[src/rtl/ttt_pkg.sv]
`timescale 1ns / 1ps
// ----------------------------------------------------------------------------
// ttt_pkg: shared types and codes for the timer task table
// Slot record, request opcodes, status codes, the controller states and cell controls.
// ----------------------------------------------------------------------------
package ttt_pkg;

  localparam int unsigned TimeW = 63;
  localparam int unsigned IdW   = 8;
  localparam int unsigned RepW  = 32;

  // request opcodes
  localparam logic [2:0] FUNC_ADD_PER  = 3'd0;
  localparam logic [2:0] FUNC_ADD_ONE  = 3'd1;
  localparam logic [2:0] FUNC_REMOVE   = 3'd2;
  localparam logic [2:0] FUNC_TICK     = 3'd3;
  localparam logic [2:0] FUNC_TRIGGER  = 3'd4;

  // result status codes
  localparam logic [1:0] STAT_OK        = 2'd0;
  localparam logic [1:0] STAT_FULL      = 2'd1;
  localparam logic [1:0] STAT_NOT_FOUND = 2'd2;

  typedef enum logic [1:0] {
    ST_IDLE,
    ST_SCAN,
    ST_FINISH
  } state_e;

  // one timer slot
  typedef struct packed {
    logic             periodic;
    logic [IdW-1:0]   ident;
    logic [TimeW-1:0] tim;
    logic [TimeW-1:0] prev;
    logic [RepW-1:0]  remaining;
    logic             mem_flag;
  } slot_t;

  // controls broadcast to every cell
  typedef struct packed {
    logic shift;  // pop head, close ring at the tail
    logic keep;   // written-back head stays in the table
    logic add;    // load new slot at position count
  } cell_ctrl_t;

endpackage

[src/rtl/ttt_cell.sv]
`timescale 1ns / 1ps
// ----------------------------------------------------------------------------
// ttt_cell: one slot of the timer table
// Holds one slot, takes its right neighbor on a shift, the written-back head
// when it is the tail of the occupied ring, or a new slot on an append.
// ----------------------------------------------------------------------------
module ttt_cell #(
  parameter int unsigned IDX = 0,
  parameter int unsigned CW  = 5
) (
  input  logic                clk_i,
  input  ttt_pkg::cell_ctrl_t ctrl_i,
  input  logic [CW-1:0]       count_i,
  input  ttt_pkg::slot_t      right_i,
  input  ttt_pkg::slot_t      wb_i,
  input  ttt_pkg::slot_t      new_i,
  output ttt_pkg::slot_t      slot_o
);

  localparam logic [CW-1:0] MyIdx  = CW'(IDX);
  localparam logic [CW-1:0] MyNext = CW'(IDX + 1);

  ttt_pkg::slot_t slot_q;

  // payload only: occupancy is tracked by the count in the controller
  always_ff @(posedge clk_i) begin
    if (ctrl_i.shift) begin
      if (MyNext < count_i) begin
        slot_q <= right_i;
      end else if (MyNext == count_i && ctrl_i.keep) begin
        slot_q <= wb_i;
      end
    end else if (ctrl_i.add && MyIdx == count_i) begin
      slot_q <= new_i;
    end
  end

  assign slot_o = slot_q;

endmodule

[src/rtl/timer_task_table_unit.sv]
`timescale 1ns / 1ps
// ----------------------------------------------------------------------------
// timer_task_table_unit: ordered timer slot table
// Add/remove requests and tick/trigger scans over a ring of slot cells.
// ----------------------------------------------------------------------------
// Add: accepted in idle, then the finish state registers the result; no new request
// is taken until the controller is back in idle. Remove, tick, trigger: the scan
// steps once per occupied slot, examining the head cell of the ring, then passes
// through the finish state; a stalled result output holds the scan.
// Reset empties the table at once; no clearing pass.
module timer_task_table_unit #(
  parameter int unsigned SLOTS = 16
) (
  input  logic        clk_i,
  input  logic        rst_ni,
  input  logic        in_valid_i,
  output logic        in_ready_o,
  input  logic [2:0]  func_i,
  input  logic [7:0]  task_id_i,
  input  logic [62:0] time_value_i,
  input  logic [31:0] repeat_count_i,
  input  logic        mem_task_i,
  input  logic [62:0] now_time_i,
  output logic        out_valid_o,
  input  logic        out_ready_i,
  output logic        fired_o,
  output logic [7:0]  fired_id_o,
  output logic        last_o,
  output logic [1:0]  status_o
);

  localparam int unsigned CW = $clog2(SLOTS + 1);
  localparam logic [CW-1:0] Full = CW'(SLOTS);

  ttt_pkg::state_e     state_q, state_d;
  logic [CW-1:0]       count_q, steps_q;
  logic [2:0]          func_q;
  logic [7:0]          id_q;
  logic [62:0]         now_q;
  logic                found_q;
  logic [1:0]          stat_q;
  logic                pend_v_q;
  logic [7:0]          pend_id_q;
  logic                out_v_q, out_fired_q, out_last_q;
  logic [7:0]          out_id_q;
  logic [1:0]          out_stat_q;

  ttt_pkg::slot_t      cells [SLOTS];
  ttt_pkg::slot_t      head, wb, new_slot;
  ttt_pkg::cell_ctrl_t ctrl;
  logic                accept, adv, is_add, fire, drop, due;
  logic [63:0]         due_sum;

  assign accept = in_valid_i && in_ready_o;
  assign adv    = !out_v_q || out_ready_i;
  assign is_add = (func_i == ttt_pkg::FUNC_ADD_PER) || (func_i == ttt_pkg::FUNC_ADD_ONE);
  assign head   = cells[0];

  // new slot built straight from the request
  always_comb begin
    new_slot.periodic  = (func_i == ttt_pkg::FUNC_ADD_PER);
    new_slot.ident     = task_id_i;
    new_slot.tim       = time_value_i;
    new_slot.prev      = '0;
    new_slot.remaining = new_slot.periodic ? repeat_count_i : '0;
    new_slot.mem_flag  = new_slot.periodic ? mem_task_i : 1'b0;
  end

  // head evaluation: fire decision and write-back value
  assign due_sum = {1'b0, head.prev} + {1'b0, head.tim};
  assign due = head.periodic ? (due_sum <= {1'b0, now_q}) : (head.tim <= now_q);

  always_comb begin
    wb   = head;
    fire = 1'b0;
    drop = 1'b0;
    case (func_q)
      ttt_pkg::FUNC_TICK: begin
        if (due) begin
          fire = 1'b1;
          if (!head.periodic) begin
            drop = 1'b1;
          end else if (head.remaining != '0) begin
            wb.remaining = head.remaining - 32'd1;
            drop         = (head.remaining == 32'd1);
            wb.prev      = now_q;
          end else begin
            wb.prev = now_q;
          end
        end
      end
      ttt_pkg::FUNC_TRIGGER: fire = head.mem_flag;
      ttt_pkg::FUNC_REMOVE:  drop = !found_q && (head.ident == id_q);
      default: ;
    endcase
  end

  always_comb begin
    ctrl.shift = (state_q == ttt_pkg::ST_SCAN) && adv;
    ctrl.keep  = !drop;
    ctrl.add   = accept && is_add && (count_q != Full);
  end

  // ring of slot cells
  for (genvar k = 0; k < SLOTS; k++) begin : g_cell
    ttt_pkg::slot_t right;
    if (k == SLOTS - 1) begin : g_end
      assign right = '0;
    end else begin : g_mid
      assign right = cells[k+1];
    end
    ttt_cell #(.IDX(k), .CW(CW)) u_cell (
      .clk_i   (clk_i),
      .ctrl_i  (ctrl),
      .count_i (count_q),
      .right_i (right),
      .wb_i    (wb),
      .new_i   (new_slot),
      .slot_o  (cells[k])
    );
  end

  // controller next state
  always_comb begin
    state_d = state_q;
    unique case (state_q)
      ttt_pkg::ST_IDLE: begin
        if (accept) begin
          if ((func_i == ttt_pkg::FUNC_REMOVE || func_i == ttt_pkg::FUNC_TICK ||
               func_i == ttt_pkg::FUNC_TRIGGER) && count_q != '0) begin
            state_d = ttt_pkg::ST_SCAN;
          end else begin
            state_d = ttt_pkg::ST_FINISH;
          end
        end
      end
      ttt_pkg::ST_SCAN: begin
        if (adv && steps_q == CW'(1)) state_d = ttt_pkg::ST_FINISH;
      end
      ttt_pkg::ST_FINISH: begin
        if (adv) state_d = ttt_pkg::ST_IDLE;
      end
      default: state_d = ttt_pkg::ST_IDLE;
    endcase
  end

  assign in_ready_o = (state_q == ttt_pkg::ST_IDLE);

  // control registers
  always_ff @(posedge clk_i or negedge rst_ni) begin
    if (!rst_ni) begin
      state_q  <= ttt_pkg::ST_IDLE;
      count_q  <= '0;
      steps_q  <= '0;
      found_q  <= 1'b0;
      pend_v_q <= 1'b0;
      out_v_q  <= 1'b0;
    end else begin
      state_q <= state_d;
      if (out_ready_i) out_v_q <= 1'b0;
      if (accept) begin
        steps_q  <= count_q;
        found_q  <= 1'b0;
        pend_v_q <= 1'b0;
        if (ctrl.add) count_q <= count_q + CW'(1);
      end
      if (ctrl.shift) begin
        steps_q <= steps_q - CW'(1);
        if (drop) count_q <= count_q - CW'(1);
        if (func_q == ttt_pkg::FUNC_REMOVE && drop) found_q <= 1'b1;
        if (fire) begin
          pend_v_q <= 1'b1;
          if (pend_v_q) out_v_q <= 1'b1;
        end
      end
      if (state_q == ttt_pkg::ST_FINISH && adv) out_v_q <= 1'b1;
    end
  end

  // request and result payload
  always_ff @(posedge clk_i) begin
    if (accept) begin
      func_q <= func_i;
      id_q   <= task_id_i;
      now_q  <= now_time_i;
      stat_q <= (is_add && count_q == Full) ? ttt_pkg::STAT_FULL : ttt_pkg::STAT_OK;
    end
    if (ctrl.shift && fire) begin
      pend_id_q <= head.ident;
      if (pend_v_q) begin
        out_fired_q <= 1'b1;
        out_id_q    <= pend_id_q;
        out_last_q  <= 1'b0;
        out_stat_q  <= ttt_pkg::STAT_OK;
      end
    end
    if (state_q == ttt_pkg::ST_FINISH && adv) begin
      out_fired_q <= pend_v_q;
      out_id_q    <= pend_v_q ? pend_id_q : 8'd0;
      out_last_q  <= 1'b1;
      if (func_q == ttt_pkg::FUNC_REMOVE && !found_q) begin
        out_stat_q <= ttt_pkg::STAT_NOT_FOUND;
      end else begin
        out_stat_q <= stat_q;
      end
    end
  end

  assign out_valid_o = out_v_q;
  assign fired_o     = out_fired_q;
  assign fired_id_o  = out_id_q;
  assign last_o      = out_last_q;
  assign status_o    = out_stat_q;

endmodule
[config.mk]
export PLATFORM = sky130hd
export DESIGN_NAME = timer_task_table_unit
export DESIGN_NICKNAME = d
export VERILOG_FILES = /design/src/rtl/ttt_pkg.sv /design/src/rtl/ttt_cell.sv /design/src/rtl/timer_task_table_unit.sv
export SDC_FILE = /design/constraint.sdc
export NUM_CORES = 2
export LEC_CHECK = 0
export ABC_CLOCK_PERIOD_IN_PS = 52300
export CAP_MARGIN = 30
export CELL_PAD_IN_SITES_DETAIL_PLACEMENT = 2
export CELL_PAD_IN_SITES_GLOBAL_PLACEMENT = 2
export CORE_ASPECT_RATIO = 1.4
export CORE_MARGIN = 4
export CORE_UTILIZATION = 47
export DETAILED_ROUTE_END_ITERATION = 10
export DONT_BUFFER_PORTS = 1
export GPL_TIMING_DRIVEN = 0
export MAX_ROUTING_LAYER = met4
export PLACE_DENSITY_LB_ADDON = 0.1
export SLEW_MARGIN = 25
export SYNTH_ARGS = -nofsm -noshare
export SYNTH_HDL_FRONTEND = slang
export SYNTH_SLANG_ARGS = --single-unit
[constraint.sdc]
create_clock -name clk_i -period 52.3 [get_ports clk_i]
set_clock_uncertainty 0.2 [all_clocks]
set_input_delay 2.615 -clock clk_i [delete_from_list [all_inputs] [get_ports clk_i]]
set_output_delay 2.615 -clock clk_i [all_outputs]
set_load 0.01 [all_outputs]
=== Yosys cells after proc, flatten, opt, wreduce, memory -nomap -nowiden ===
Cells that the tools add are included.

* Input port bits: 174
* Word-level logic and storage cells: 390
* Bits in registers: 2799

* Magnitude comparators: 18
* Reductions and logical operators: 95
* Muxes and demuxes: 111
* $add $sub $neg: 5
* Eq/ne operators: 50

{| class="wikitable"
|+ Operator list
! operator !! number
|-
| 168-bit two-way mux || 63
|-
| 95-bit two-way mux || 3
|-
| 96-bit two-way mux || 1
|-
| 63-bit by 63-bit adder with 64-bit output || 1
|-
| 64-bit by 63-bit <= comparator with 1-bit output || 1
|-
| 32-bit two-way mux || 2
|-
| 63-bit <= comparator || 1
|-
| 3-bit by 1-bit != test with 1-bit output (second input constant) || 16
|-
| 1-bit logical AND || 44
|-
| 4-bit by 5-bit == test with 1-bit output (first input constant) || 8
|-
| 4-bit by 5-bit < comparator with 1-bit output (first input constant) || 8
|-
| 2-bit AND reduction || 19
|-
| 2-bit nonzero test || 19
|-
| 32-bit by 1-bit == test with 1-bit output (second input constant) || 1
|-
| 8-bit two-way mux || 4
|-
| 32-bit nonzero test || 1
|-
| 32-bit by 1-bit subtractor with 32-bit output (second input constant) || 1
|-
| 5-bit two-way mux || 6
|-
| 1-bit two-way mux || 21
|-
| 3-bit by 5-bit == test with 1-bit output (first input constant) || 4
|-
| 3-bit by 5-bit < comparator with 1-bit output (first input constant) || 4
|-
| 2-bit two-way mux || 8
|-
| 3-bit by 2-bit == test with 1-bit output (second input constant) || 4
|-
| 2-bit by 5-bit == test with 1-bit output (first input constant) || 2
|-
| other kinds (26) || 37
|}

=== Longest topological paths before layout ===
* Depth in word-level cells: 10
* Gate-level depth with buffers: 28
* Depth with buffers taken out: 25

=== By module ===
From an unflattened synthesis, not the netlist that was laid out.

* Cells, all modules: 15989
* Area total of the unflattened synthesis: 150614.5 µm²

{| class="wikitable"
|+ Modules (own cells, without submodules)
! module !! cells each !! instances !! area each (µm²) !! sequential area each (µm²)
|-
| timer_task_table_unit || 1424 || 1 || 12071.6 || 3218.1
|-
| ttt_cell (g_cell[8].u_cell) || 959 || 1 || 9394.0 || 5044.8
|-
| ttt_cell (g_cell[7].u_cell) || 958 || 1 || 9337.7 || 5044.8
|-
| ttt_cell (g_cell[3].u_cell) || 960 || 1 || 9121.2 || 5044.8
|-
| ttt_cell (g_cell[11].u_cell) || 958 || 1 || 9041.2 || 5044.8
|-
| ttt_cell (g_cell[9].u_cell) || 961 || 1 || 8956.1 || 5044.8
|-
| ttt_cell (g_cell[6].u_cell) || 735 || 1 || 8555.7 || 5044.8
|-
| ttt_cell (g_cell[14].u_cell) || 734 || 1 || 8504.4 || 5044.8
|-
| ttt_cell (g_cell[12].u_cell) || 923 || 1 || 8463.1 || 5044.8
|-
| ttt_cell (g_cell[4].u_cell) || 923 || 1 || 8436.8 || 5044.8
|-
| ttt_cell (g_cell[5].u_cell) || 922 || 1 || 8433.1 || 5044.8
|-
| ttt_cell (g_cell[13].u_cell) || 922 || 1 || 8428.1 || 5044.8
|-
| ttt_cell (g_cell[10].u_cell) || 922 || 1 || 8403.1 || 5044.8
|-
| ttt_cell (g_cell[15].u_cell) || 924 || 1 || 8375.5 || 5044.8
|-
| 3 more rows || - || - || - || -
|}

=== Worst setup path before layout ===
No wires, ideal clock.

* Path kind: register -> register
* Start point: reg g_cell[0].u_cell.slot_q (netlist bit g_cell[0].u_cell.slot_o[114])
* End point: reg g_cell[1].u_cell.slot_q (netlist bit g_cell[1].u_cell.slot_o[0]) (enable)
* Cell stages (with the launch flop): 26
* Buffers on the path: 2
* Setup time: 928 ps
* Path slack: 33911 ps
* Period minus slack after synthesis: 18389 ps
* Data required time: 51172 ps
* Arrival time: 17261 ps
* Path through: edfxtp_1 > ha_1 > clkbuf_1 > nand4_1 > or4_1 > a2111o_1 > a21oi_1 > o2111ai_1 > a21oi_1 > a21oi_1 > o31ai_1 > a41oi_1 > xnor2_1 > ha_1 > nand4_1 > or2_1 > or3_1 > o211ai_1 > a31oi_1 > a31o_2 > o31a_1 > a21oi_1 > clkbuf_1 > and3_1 > a21oi_1 > o21ai_0

* Longest elaborated chain between the ends: 9
* Elaborated cells between the ends (all ways): 10
* Classes of those cells: add/sub (1); order compare (2); eq/ne (1); mux (3); reduce/logical (3)

{| class="wikitable"
|+ Ends and longest elaborated chain
! what !! line !! text
|-
| from (decl) || ttt_cell.sv:23 || <nowiki>ttt_pkg::slot_t slot_q;</nowiki>
|-
| from (signal assigned) || ttt_cell.sv:29 || <nowiki>slot_q <= right_i;</nowiki>
|-
| from (signal assigned) || ttt_cell.sv:31 || <nowiki>slot_q <= wb_i;</nowiki>
|-
| from (signal assigned) || ttt_cell.sv:34 || <nowiki>slot_q <= new_i;</nowiki>
|-
| 63-bit by 63-bit adder with 64-bit output || timer_task_table_unit.sv:70 || <nowiki>assign due_sum = {1'b0, head.prev} + {1'b0, head.tim};</nowiki>
|-
| 64-bit by 63-bit <= comparator with 1-bit output || timer_task_table_unit.sv:71 || <nowiki>assign due = head.periodic ? (due_sum <= {1'b0, now_q}) : (head.tim <= now_q);</nowiki>
|-
| 1-bit two-way mux (*) || timer_task_table_unit.sv:71 ||
|-
| 1-bit two-way mux (*) || timer_task_table_unit.sv:79 || <nowiki>if (due) begin</nowiki>
|-
| 1-bit case mux with 2 select lines (*) || timer_task_table_unit.sv:77 || <nowiki>case (func_q)</nowiki>
|-
| 1-bit logical NOT (*) || timer_task_table_unit.sv:100 || <nowiki>ctrl.keep = !drop;</nowiki>
|-
| 1-bit logical AND (*) || ttt_cell.sv:30 || <nowiki>end else if (MyNext == count_i && ctrl_i.keep) begin</nowiki>
|-
| 3-bit by 1-bit != test with 1-bit output (no source line) (*) || - ||
|-
| 2-bit AND reduction (no source line) (*) || - ||
|-
| to (signal assigned) || ttt_cell.sv:29 ||
|-
| to (signal assigned) || ttt_cell.sv:31 ||
|-
| to (signal assigned) || ttt_cell.sv:34 ||
|-
| to (decl) || ttt_cell.sv:23 ||
|}

Mark *: on every way between the ends. The rest lies on a longest branch, timed or not.
A chain may end at the register's enable or synchronous reset.

=== Worst setup path after layout ===
* Start point: reg g_cell[0].u_cell.slot_q (netlist bit g_cell[0].u_cell.slot_o[96])
* End point: reg g_cell[10].u_cell.slot_q (netlist bit g_cell[10].u_cell.slot_o[60]) (enable)

* Longest elaborated chain between the ends: 9
* Elaborated cells between the ends (all ways): 10
* Classes of those cells: add/sub (1); order compare (2); eq/ne (1); mux (3); reduce/logical (3)

{| class="wikitable"
|+ Ends and longest elaborated chain
! what !! line
|-
| 63-bit by 63-bit adder with 64-bit output || timer_task_table_unit.sv:70
|-
| 64-bit by 63-bit <= comparator with 1-bit output || timer_task_table_unit.sv:71
|-
| 1-bit two-way mux (*) || timer_task_table_unit.sv:71
|-
| 1-bit two-way mux (*) || timer_task_table_unit.sv:79
|-
| 1-bit case mux with 2 select lines (*) || timer_task_table_unit.sv:77
|-
| 1-bit logical NOT (*) || timer_task_table_unit.sv:100
|-
| 1-bit logical AND (*) || ttt_cell.sv:30
|-
| 3-bit by 1-bit != test with 1-bit output (no source line) (*) || -
|-
| 2-bit AND reduction (no source line) (*) || -
|-
| to (signal assigned) || ttt_cell.sv:29
|-
| to (signal assigned) || ttt_cell.sv:31
|-
| to (signal assigned) || ttt_cell.sv:34
|-
| to (decl) || ttt_cell.sv:23
|}

Marks and branches as above.

==> results.py <==
metrics = {
    "worst_setup_path": {
        "crit_fanout": 10,
        "critPathMostFrequentCell": "buf_2",
        "cpMaxStageDelayCell": "a211oi_1",
        "required_ns": 52.69,
        "critPathMaxStageDelay_ns": 0.72,
        "cp-end-kind": "flop",
        "critPathKind": "reg -> reg",
        "critical_path_arrival_ns": 12.88,
        "cp-start-kind": "flop",
    },
    "finish": {
        "synthToLayoutAreaGrowth_pct": 16.2,
        "layout-drive-gt1-share_pct": 8.23,
        "nets": 12600,
        "final_util_pct": 54.9,
    },
    "drt": {
        "vias": 119000,
        "drtPass1Iterations": 9,
        "routed_wl_um": 712000,
        "wl_met2_um": 328000,
        "highest_layer": "met4",
        "drt-initial-drc-count": 16900,
        "drc_errors": 0,
        "drtAntennaViolNets": 0,
        "wl_per_cell_um": 43.7,
        "vias_per_cell": 7.28,
        "dr_wl_met3_um": 82500,
        "drt-met1-wl_um": 220000,
    },
    "run_status": {
        "outcome": "complete, but fails checks",
        "violations": "capacitance limit, slew limit",
    },
    "global_route": {
        "grt-ovfl-total": 0,
        "antenna_found_initial": 79,
        "grt_max_degree": 56,
        "grt_usage_pct": 46.4,
        "grt_pass1_vias": 123000,
        "grt_first_pass_wirelength_um": 926000,
    },
    "synth": {
        "synth_common_cells": "edfxtp_1, nand2_1, o21ai_0",
        "syn_nets": 11900,
        "syn_area_per_cell_um2": 11.3,
        "ys_ff_latch": 2798,
        "synth.distinct_cells": 89,
        "synth.top_cells.by_area": "edfxtp_1, nand2_1, o21ai_0, a31oi_1, a21oi_1",
        "yosys_warnings": 0,
        "ys_async_sr_fraction_pct": 0.536,
        "mappedNetlistArea_um2": 130000,
        "seq_area_frac_synth_pct": 64.4,
        "yosysTopAreaCell": "edfxtp_1",
        "synth_ff_type": "edfxtp_1",
        "synth-edff-count": 2782,
        "synthDominantCellAreaShare_pct": 64.1,
        "synth_most_common_cell": "edfxtp_1",
        "synthCells": 11600,
    },
    "timing": {
        "fmax_mhz": 80.0,
        "finalCriticalPeriod_ns": 12.50,
        "setup_slack_ns": 39.80,
        "final_max_slew_viol_count": 25,
        "rsz0062_at_grt": "false",
        "timing.setup.tns_ns": 0,
        "worst_pin_slew_ns": 1.90,
        "setup_violations": 0,
        "relSlewSlack_pct": -28.3,
        "period_share_pct": 23.9,
        "hold_viol_final": 0,
    },
    "clocking": {
        "worstSkewPairLatency_ns": 0.95,
        "path_clk_slew_ns": 0.08,
        "cts_sinks": 2798,
        "htreeDepth": 5,
        "cts_made_buffers": 297,
        "cts_setup_buffers": 0,
        "cts_resized": 0,
        "clk_path_buf_depth": 4,
        "clock-root-buffer": "clkbuf_16",
        "postCtsHoldBufs": 0,
        "tritoncts": "done",
    },
    "power": {
        "p_leak_nw": 52.4,
        "power.density_nw_per_um2": 82.7,
        "peakVddDrop_uv": 52.6,
        "power_mw": 12.5,
    },
    "floorplan": {
        "initial_utilization_pct": 47.3,
        "die_w_um": 453,
        "die-area_um2": 286000,
        "core_area_um2": 276000,
        "die_h_um": 631,
        "io_pins": 188,
        "num_rows": 228,
    },
    "place": {
        "port_buffers": 0,
        "post-dp-hpwl_um": 450000,
        "place_congestion": 0.937,
        "pre_cts_ws_ns": 40.70,
    },
    "flow_run": {
        "drv_cap": 3,
    },
    "worst_hold_path": {
        "worstHoldPathType": "reg -> reg",
    },
}
[layout by cell type (no fill, tap or decap), types with 14 or more instances in the layout]
master / instances
clkbuf_2: 75
nand3_1: 65
nand4_1: 45
nor3_1: 45
and3_1: 17
a31oi_1: 987
a21oi_1: 1173
nor2_1: 314
dfrtp_1: 15
clkbuf_1: 948
o31ai_1: 37
buf_2: 127
buf_4: 29
clkinv_1: 57
a21oi_2: 14
clkbuf_4: 14
buf_16: 165
buf_6: 54
bufinv_16: 21
clkinv_2: 53
mux2i_1: 415
buf_8: 29
o21ai_1: 72
a22o_1: 141
nand2_1: 2140
buf_1: 45
a22oi_1: 15
nor2b_1: 27
clkbuf_16: 301
ha_1: 199
xor2_1: 31
buf_12: 30
edfxtp_1: 2782
o21ai_0: 1398
a21o_1: 73
inv_1: 94
xnor2_1: 56
diode_2: 195
and2_1: 18
[metrics by stage]
| step | instances | area (µm²) | hold WS [ns] |
|---|---|---|---|
| 2_1_floorplan | 11600 | 130000 | 0.224 |
| 3_3_place_gp | 15200 | 135000 | 0.247 |
| 3_5_place_dp | 15500 | 142000 | 0.261 |
| 4_1_cts | 16100 | 151000 | 0.275 |
| 5_1_grt | 16200 | 152000 | 0.302 |
| 6_report | 16300 | 152000 | 0.295 |
[logic make-up after synthesis]
logic type / count (synthesis) / share of synthesized area (%)
xor gates and xnor gates: 98 / 0.721
and+or+nand+nor: 2769 / 8.61
muxes: 416 / 3.19
AOI/OAI and AO/OA: 4047 / 17.5
DFF: 2798 / 64.4
buffers and inverters: 1238 / 3.72
adders and majority gates: 200 / 1.92
[registers in the layout (all words and copies together) (netlist names), 2 cells and up]
register / flops
count_q: 5
fired_id_o: 8
func_q: 3
g_cell.u_cell.slot_o: 2688
id_q: 8
now_q: 63
pend_id_q: 8
state_q: 2
status_o: 2
steps_q: 5
[critical path: cells and delay by family (launching register included)]
| family | cells | cell delay (ns) |
|---|---|---|
| adders and majority gates | 3 | 1.16 |
| AOI/OAI and AO/OA | 15 | 4.79 |
| and+or+nand+nor | 5 | 1.35 |
| buffers and inverters | 12 | 3.63 |
| xor gates and xnor gates | 1 | 0.23 |
| DFF | 1 | 0.66 |
[area by class of cell]
cell class / count / area (µm²)
fillers: 26000 / 124000
repair buffers: 320 / 6410
clock buffers: 362 / 7820
inverters: 97 / 369
diodes: 195 / 488
multi-input cells: 7530 / 42000
plain buffers: 1141 / 4630
flip-flops and latches: 2798 / 83900
clock inverters: 152 / 1320
well taps: 3680 / 4600
[worst paths after layout]
check	startpoint	to	slack (ns)	cells after the start
hold reg to reg	g_cell[0].u_cell.slot_o[166]$_DFFE_PP_	pend_id_q[7]$_DFFE_PP_	0.30	0
setup / recovery	g_cell[0].u_cell.slot_o[96]$_DFFE_PP_	g_cell[10].u_cell.slot_o[60]$_SDFFCE_PN0P_	39.80	36
max in group asynchronous	rst_ni	pend_v_q$_DFF_PN0_	50.66	0
min in group asynchronous	rst_ni	steps_q[1]$_DFFE_PN0P_	1.14	0
setup reg to reg	g_cell[0].u_cell.slot_o[96]$_DFFE_PP_	g_cell[10].u_cell.slot_o[60]$_SDFFCE_PN0P_	39.80	36
hold / removal	g_cell[0].u_cell.slot_o[166]$_DFFE_PP_	pend_id_q[7]$_DFFE_PP_	0.30	0
[power breakdown]
group	total [mW]	internal, mW	switching, mW	leakage (nW)
clock network	2.25	1.17	1.08	4.48
logic	6.43	1.58	4.85	22.0
registers	3.85	3.46	0.385	26.0
total	12.5	6.22	6.31	52.4
[routing by layer]
metal | GRT usage, % | vias up
li1 | - | 44600
met4 | 38.7 | 0
met1 | 48.1 | 59400
met2 | 74.4 | 10200
met3 | 11.3 | 4433
met5 | - | -
Note: power is estimated with default switching activity, not from simulation.
